--- config.mk ---
export PLATFORM = sky130hd
export DESIGN_NAME = latency_statistics_table
export DESIGN_NICKNAME = d
export VERILOG_FILES = /design/src/hw/rtl/lst_pkg.sv /design/src/hw/rtl/lst_ctrl.sv /design/src/hw/rtl/lst_datapath.sv /design/src/hw/rtl/latency_statistics_table.sv
export SDC_FILE = /design/constraint.sdc
export NUM_CORES = 2
export LEC_CHECK = 0
export ABC_CLOCK_PERIOD_IN_PS = 52500
export BUFFER_PORTS_ARGS = -buffer_cell sky130_fd_sc_hd__buf_2
export CAP_MARGIN = 20
export CELL_PAD_IN_SITES_DETAIL_PLACEMENT = 1
export CELL_PAD_IN_SITES_GLOBAL_PLACEMENT = 2
export CORE_ASPECT_RATIO = 0.7
export CORE_UTILIZATION = 36
export CTS_BUF_LIST = sky130_fd_sc_hd__clkbuf_4 sky130_fd_sc_hd__clkbuf_8 sky130_fd_sc_hd__clkbuf_16
export CTS_CLUSTER_SIZE = 30
export DETAILED_ROUTE_END_ITERATION = 16
export GPL_TIMING_DRIVEN = 0
export MAX_ROUTING_LAYER = met4
export PLACE_DENSITY_LB_ADDON = 0.1
export SLEW_MARGIN = 20
export SYNTH_ARGS = -nofsm -noshare
export SYNTH_HDL_FRONTEND = slang
export SYNTH_SLANG_ARGS = --single-unit
export TNS_END_PERCENT = 100
--- constraint.sdc ---
create_clock -name clk -period 52.5 [get_ports clk]
set_input_delay 7.875 -clock clk [delete_from_list [all_inputs] [get_ports clk]]
set_output_delay 7.875 -clock clk [all_outputs]
set_load 0.05 [all_outputs]
--- src/hw/rtl/lst_pkg.sv ---
// ----------------------------------------------------------------------------
// lst_pkg
// Shared types and constants of the latency statistics table: the stored
// entry layout, the cleared entry value, the function codes and the
// controller commands.
// ----------------------------------------------------------------------------
package lst_pkg;

    localparam int unsigned SAMPLE_W = 32;
    localparam int unsigned TOTAL_W  = 64;
    localparam int unsigned INDEX_W  = 8;

    typedef enum logic
    {
        FUNC_RECORD = 1'b0,
        FUNC_CLEAR  = 1'b1
    } func_t;

    typedef struct packed
    {
        logic [SAMPLE_W-1:0] count;
        logic [SAMPLE_W-1:0] last;
        logic [SAMPLE_W-1:0] min;
        logic [SAMPLE_W-1:0] max;
        logic [TOTAL_W-1:0]  total;
    } entry_t;

    localparam entry_t CLEARED_ENTRY = '{
        count: '0,
        last:  '0,
        min:   '1,
        max:   '0,
        total: '0
    };

    localparam entry_t ZERO_ENTRY = '0;

    // load: capture the item and read its entry; update: modify and write back
    typedef struct packed
    {
        logic load;
        logic update;
    } lst_cmd_t;

endpackage

--- src/hw/rtl/lst_ctrl.sv ---
// ----------------------------------------------------------------------------
// lst_ctrl
// Controller of the latency statistics table. Takes a command on start,
// issues load to read the entry and then update to modify and write it back.
// ----------------------------------------------------------------------------
module lst_ctrl
(
    input  logic              clk,
    input  logic              rst_n,
    input  logic              start,
    output logic              busy,
    output lst_pkg::lst_cmd_t cmd
);

    typedef enum logic [1:0]
    {
        ST_IDLE   = 2'b01,
        ST_UPDATE = 2'b10
    } state_t;

    state_t state_reg;
    state_t state_next;

    always_comb
    begin
        state_next = state_reg;
        cmd.load   = 1'b0;
        cmd.update = 1'b0;
        unique case (state_reg)
            ST_IDLE:
            begin
                if (start)
                begin
                    cmd.load   = 1'b1;
                    state_next = ST_UPDATE;
                end
            end
            ST_UPDATE:
            begin
                cmd.update = 1'b1;
                state_next = ST_IDLE;
            end
            default:
            begin
                state_next = ST_IDLE;
            end
        endcase
    end

    always_ff @(posedge clk or negedge rst_n)
    begin
        if (!rst_n)
        begin
            state_reg <= ST_IDLE;
        end
        else
        begin
            state_reg <= state_next;
        end
    end

    assign busy = (state_reg == ST_UPDATE);

    a_update_one_cycle: assert property (@(posedge clk) disable iff (!rst_n)
        busy |=> !busy)
        else $error("update phase lasted more than one cycle");

    a_load_starts_update: assert property (@(posedge clk) disable iff (!rst_n)
        cmd.load |=> cmd.update)
        else $error("accepted command not followed by update");

    a_cmd_exclusive: assert property (@(posedge clk) disable iff (!rst_n)
        !(cmd.load && cmd.update))
        else $error("load and update issued together");

endmodule

--- src/hw/rtl/lst_datapath.sv ---
// ----------------------------------------------------------------------------
// lst_datapath
// Statistics memory, per-entry valid bits and the read-modify-write logic.
// An entry whose valid bit is low reads as the cleared entry.
// ----------------------------------------------------------------------------
module lst_datapath
#(
    parameter int unsigned NUM_POINTS = 16
)
(
    input  logic                             clk,
    input  logic                             rst_n,
    input  lst_pkg::lst_cmd_t                cmd,
    input  logic                             func,
    input  logic [lst_pkg::INDEX_W-1:0]      point_index,
    input  logic [lst_pkg::SAMPLE_W-1:0]     elapsed,
    output logic                             done,
    output logic                             ignored,
    output logic [lst_pkg::SAMPLE_W-1:0]     event_count,
    output logic [lst_pkg::SAMPLE_W-1:0]     last_sample,
    output logic [lst_pkg::SAMPLE_W-1:0]     min_sample,
    output logic [lst_pkg::SAMPLE_W-1:0]     max_sample,
    output logic [lst_pkg::TOTAL_W-1:0]      sample_total
);

    localparam int unsigned ADDR_W = (NUM_POINTS > 1) ? $clog2(NUM_POINTS) : 1;

    lst_pkg::entry_t mem [NUM_POINTS];

    logic [NUM_POINTS-1:0]        valid_reg;
    logic                         func_reg;
    logic                         in_range_reg;
    logic [ADDR_W-1:0]            addr_reg;
    logic [lst_pkg::SAMPLE_W-1:0] elapsed_reg;
    lst_pkg::entry_t              rd_entry_reg;
    logic                         rd_valid_reg;
    logic                         done_reg;
    logic                         ignored_reg;
    lst_pkg::entry_t              result_reg;

    logic                         in_range;
    logic [ADDR_W-1:0]            rd_addr;
    lst_pkg::entry_t              cur_entry;
    lst_pkg::entry_t              new_entry;
    lst_pkg::entry_t              result_next;
    logic                         ignored_next;
    logic                         do_write;

    assign in_range = ({1'b0, point_index} < (lst_pkg::INDEX_W + 1)'(NUM_POINTS));
    assign rd_addr  = in_range ? ADDR_W'(point_index) : '0;

    // capture the item and read its entry
    always_ff @(posedge clk)
    begin
        if (cmd.load)
        begin
            func_reg     <= func;
            in_range_reg <= in_range;
            addr_reg     <= rd_addr;
            elapsed_reg  <= elapsed;
            rd_entry_reg <= mem[rd_addr];
            rd_valid_reg <= valid_reg[rd_addr];
        end
    end

    always_comb
    begin
        cur_entry       = rd_valid_reg ? rd_entry_reg : lst_pkg::CLEARED_ENTRY;
        new_entry.count = cur_entry.count + 1'b1;
        new_entry.last  = elapsed_reg;
        new_entry.total = cur_entry.total + {{lst_pkg::SAMPLE_W{1'b0}}, elapsed_reg};
        new_entry.min   = (elapsed_reg < cur_entry.min) ? elapsed_reg : cur_entry.min;
        new_entry.max   = (elapsed_reg > cur_entry.max) ? elapsed_reg : cur_entry.max;
    end

    always_comb
    begin
        do_write = 1'b0;
        priority if (func_reg == lst_pkg::FUNC_CLEAR)
        begin
            ignored_next = 1'b0;
            result_next  = lst_pkg::CLEARED_ENTRY;
        end
        else if (!in_range_reg)
        begin
            ignored_next = 1'b1;
            result_next  = lst_pkg::ZERO_ENTRY;
        end
        else
        begin
            ignored_next = 1'b0;
            result_next  = new_entry;
            do_write     = cmd.update;
        end
    end

    always_ff @(posedge clk)
    begin
        if (do_write)
        begin
            mem[addr_reg] <= new_entry;
        end
    end

    always_ff @(posedge clk or negedge rst_n)
    begin
        if (!rst_n)
        begin
            valid_reg <= '0;
            done_reg  <= 1'b0;
        end
        else
        begin
            done_reg <= cmd.update;
            if (cmd.update && (func_reg == lst_pkg::FUNC_CLEAR))
            begin
                valid_reg <= '0;
            end
            else if (do_write)
            begin
                valid_reg[addr_reg] <= 1'b1;
            end
        end
    end

    // hold the result for its strobe cycle
    always_ff @(posedge clk)
    begin
        if (cmd.update)
        begin
            ignored_reg <= ignored_next;
            result_reg  <= result_next;
        end
    end

    assign done         = done_reg;
    assign ignored      = ignored_reg;
    assign event_count  = result_reg.count;
    assign last_sample  = result_reg.last;
    assign min_sample   = result_reg.min;
    assign max_sample   = result_reg.max;
    assign sample_total = result_reg.total;

    a_done_follows_update: assert property (@(posedge clk) disable iff (!rst_n)
        cmd.update |=> done)
        else $error("update without result strobe");

    a_ignored_is_empty: assert property (@(posedge clk) disable iff (!rst_n)
        (done && ignored) |-> (event_count == '0 && sample_total == '0))
        else $error("ignored result carries statistics");

    a_clear_drops_valid: assert property (@(posedge clk) disable iff (!rst_n)
        (cmd.update && func_reg == lst_pkg::FUNC_CLEAR) |=> (valid_reg == '0))
        else $error("clear left valid entries");

endmodule

--- src/hw/rtl/latency_statistics_table.sv ---
// ----------------------------------------------------------------------------
// latency_statistics_table
// A command taken on start is loaded (its entry read) and then updated; done
// is registered from the update. A new command is taken only while busy is low;
// busy is high for the cycle in which the entry is modified and written back.
// Reset: clears all valid bits at once, so every entry reads as cleared
// (count, last, max and total zero, min all ones) right after reset.
// ----------------------------------------------------------------------------
module latency_statistics_table
#(
    parameter int unsigned NUM_POINTS = 16
)
(
    input  logic                             clk,
    input  logic                             rst_n,
    input  logic                             start,
    output logic                             busy,
    input  logic                             func,
    input  logic [lst_pkg::INDEX_W-1:0]      point_index,
    input  logic [lst_pkg::SAMPLE_W-1:0]     elapsed,
    output logic                             done,
    output logic                             ignored,
    output logic [lst_pkg::SAMPLE_W-1:0]     event_count,
    output logic [lst_pkg::SAMPLE_W-1:0]     last_sample,
    output logic [lst_pkg::SAMPLE_W-1:0]     min_sample,
    output logic [lst_pkg::SAMPLE_W-1:0]     max_sample,
    output logic [lst_pkg::TOTAL_W-1:0]      sample_total
);

    lst_pkg::lst_cmd_t cmd;

    lst_ctrl u_ctrl
    (
        .clk   (clk),
        .rst_n (rst_n),
        .start (start),
        .busy  (busy),
        .cmd   (cmd)
    );

    lst_datapath
    #(
        .NUM_POINTS (NUM_POINTS)
    )
    u_datapath
    (
        .clk          (clk),
        .rst_n        (rst_n),
        .cmd          (cmd),
        .func         (func),
        .point_index  (point_index),
        .elapsed      (elapsed),
        .done         (done),
        .ignored      (ignored),
        .event_count  (event_count),
        .last_sample  (last_sample),
        .min_sample   (min_sample),
        .max_sample   (max_sample),
        .sample_total (sample_total)
    );

endmodule
==> impl_metrics.json <==
{
  "period_minus_slack_ps": 12770,
  "status": "finished clean",
  "post-route-period-util_pct": 24.3,
  "hold_ws_ps": 500,
  "final_util_pct": 43.5,
  "antenna_found_initial": 71,
  "multi_input_area_mm2": 0.0292,
  "worstReg2RegEnd": "u_datapath.mem[11][33]$_DFFE_PP_",
  "die_h_um": 485,
  "overflow": 0,
  "grt_usage_pct": 30.0,
  "max_freq_mhz": 78.3,
  "drv_cap": 0,
  "drc": 0,
  "slew_viol_final": 0,
  "relSlewSlack_pct": 15.4,
  "synthArstFlopShare_pct": 0.640,
  "wirelength_mm": 500,
  "worst_slack_ps": 39730,
  "drive_gt1_share_pct": 18.2,
  "cts_made_buffers": 313,
  "htree_levels": 5,
  "clock_latency_ps": 930,
  "post-place-ws_ps": 39050,
  "clockBufferDepth": 4,
  "wl_per_cell_um": 37.0,
  "post_cts_resized": 0,
  "crit_chain": "buf_2, or4_1, buf_2, clkinv_2, buf_2, nand2_1, clkbuf_2, nand2_1, clkbuf_1, o22ai_1, a21oi_2",
  "drt-pass1-iter-count": 6,
  "nFillCells": 32400,
  "clk_pin_slew_ps": 70,
  "numClockSinks": 2971,
  "synth-seq-cells": 2971,
  "synthFlopType": "edfxtp_1",
  "rrSetupSlack_ps": 44450,
  "grt_setup_unrepaired": "false",
  "max_stage_delay_ps": 770,
  "synth_top_area_share_pct": 74.0,
  "ys.warnings.count": 0,
  "ys_seq_area_share_pct": 74.4,
  "post_cts_buffers": 0,
  "hp-class": "register to register",
  "timing.rr.start": "u_datapath.rd_valid_reg$_DFFE_PP_",
  "irDropWorstVdd_mv": 0.0277,
  "final_common_cell": "edfxtp_1",
  "cts_tree": "yes",
  "root_buffer": "clkbuf_16",
  "met2WireLength_mm": 216,
  "slowest_stage": "nand2_1",
  "setup_tns_ps": 0,
  "setup_viol_count_final": 0,
  "ios": 239,
  "crit_path_frequent_cell": "buf_2",
  "port_buffers": 235,
  "start_util_pct": 36.3,
  "dieArea_mm2": 0.335,
  "cts_hold_buf": 0,
  "nets": 9018,
  "syn-cell-area_mm2": 0.120,
  "synth_top_area_cell": "edfxtp_1",
  "synth_area_per_cell_um2": 15.0,
  "grt_max_degree": 68,
  "crit_type": "input pin to register",
  "ys_types": 82,
  "cp-start-kind": "input pin",
  "crit_required_ps": 53110,
  "hpwl_mm": 373,
  "area_growth_pct": 19.8,
  "grt_pass1_wl_mm": 673,
  "crit_arrival_ps": 13380,
  "min_to": "u_datapath.valid_reg[0]$_DFFE_PN0P_",
  "routed-wl-met3_mm": 39.6,
  "final_antenna_net_count": 0,
  "hold_depth": 2,
  "top_layer": "met4",
  "gp_congestion": 0.908,
  "mostFrequentLayoutCells": "edfxtp_1, nand2_1, a21oi_1",
  "vias_per_cell": 5.93,
  "seq_area_mm2": 0.0891,
  "grt_pass1_vias": 78400,
  "synth-edff-count": 2952,
  "die_w_um": 691,
  "tightest_slew_ps": 1270,
  "synth_nets": 8118,
  "wl_met1_mm": 227,
  "report.final.hold_viol_count": 0,
  "cp_max_fo": 10,
  "rows": 176,
  "synthTopCellsByArea": "edfxtp_1, mux2i_1, nand2_1",
  "skew_ps": 54.5,
  "netlist_instances": 7977,
  "core_mm2": 0.330,
  "dr_total_vias": 80100,
  "min-delay-start": "u_datapath.valid_reg[0]$_DFFE_PN0P_",
  "rr_worst_depth": 16,
  "crit_path_end_kind": "register",
  "drtIter0Drc": 10900,
  "p_per_area_mw_per_mm2": 37.4,
  "p_leak_nw": 47.5,
  "largest_reg_flops": 2560
}
## logic make-up (layout without fill, tap and decap cells)
family / after synthesis / after routing / share of synthesized area [%]
XOR/XNOR: 81 / 81 / 0.592
flip-flops: 2971 / 2971 / 74.4
multiplexers: 531 / 531 / 4.70
AND/OR/NAND/NOR: 1921 / 1921 / 7.43
adder cells (fa/ha/maj): 97 / 97 / 1.02
buffers and inverters: 629 / 1758 / 2.29
other: 0 / 48 / 0
AO/OA/AOI/OAI: 1747 / 1747 / 9.55
## cell type report
| type | count | area share (%) |
|---|---|---|
| diodes | 48 | 0.0837 |
| plain buffers | 571 | 1.81 |
| well taps | 4361 | 3.80 |
| repair buffers | 585 | 4.88 |
| multi-input cells | 4377 | 20.4 |
| clock inverters | 157 | 0.857 |
| inverters | 58 | 0.158 |
| flip-flops and latches | 2971 | 62.1 |
| clock buffers | 387 | 5.93 |
## per-stage QoR
step / std cells / instance area [um^2] / total power, W
5_1_grt: 13500 / 143000 / 0.00548
3_5_place_dp: 12900 / 134000 / 0.00322
2_1_floorplan: 7977 / 120000 / 0.00295
3_3_place_gp: 12600 / 126000 / 0.00316
6_report: 13500 / 144000 / 0.00537
4_1_cts: 13500 / 143000 / 0.00539
## cell usage after synthesis, drive strengths merged, types with 3 or more instances
library cell and instances:
o31ai 3, o221ai 294, nor3 42, ha 96
nor3b 3, xor2 36, and2 149, a211oi 111
edfxtp 2952, dfrtp 18, a211o 3, mux2 112
buf 228, o41ai 3, or2 3, a2111oi 4
nand2b 12, nand4 47, nor4 4, and3 149
nor2b 33, a311oi 6, or3 9, nor2 208
and4 7, a21oi 434, o22ai 259, a21o 64
o21ai 254, clkbuf 342, o21a 7, clkinv 3
mux4 14, a221oi 20, o31a 3, o211ai 169
xnor2 45, nand2 864, mux2i 405, nand3 382
or4 5, o21bai 3, a31oi 102, inv 55
## worst max path at each step
stage,start,end,slack (ps),depth (start not counted)
after floorplan,u_ctrl.state_reg[1]$_DFFE_PN0P_,u_datapath.mem[2][0]$_DFFE_PP_,30140,4
after global placement,u_ctrl.state_reg[1]$_DFFE_PN0P_,u_datapath.mem[2][67]$_DFFE_PP_,11070,4
after detailed placement,point_index[7],u_datapath.rd_entry_reg[107]$_DFFE_PP_,39050,11
after CTS,point_index[7],u_datapath.rd_entry_reg[107]$_DFFE_PP_,40010,11
after global routing,point_index[7],u_datapath.rd_entry_reg[108]$_DFFE_PP_,39850,11
final,point_index[7],u_datapath.rd_entry_reg[108]$_DFFE_PP_,39730,11
## where the power goes
| group | total [W] | switching [W] | internal, W |
|---|---|---|---|
| Combinational | 0.000459 | 0.000343 | 0.000115 |
| Sequential | 0.00272 | 0.0000242 | 0.00269 |
| Clock | 0.00219 | 0.000966 | 0.00123 |
| Total | 0.00537 | 0.00133 | 0.00403 |
## routing by layer
layer	GRT usage, %	vias to the layer above
met1	43.8	42700
li1	-	33100
met5	-	-
met4	9.34	0
met2	43.0	3660
met3	4.76	645
## worst max-delay path, delay by kind of cell
kind                   cells  cell delay (ps)
AOI/OAI and AO/OA          2             1100
and+or+nand+nor            3             1700
buffers and inverters      6             2640
Power figures use the tool's default switching activity.
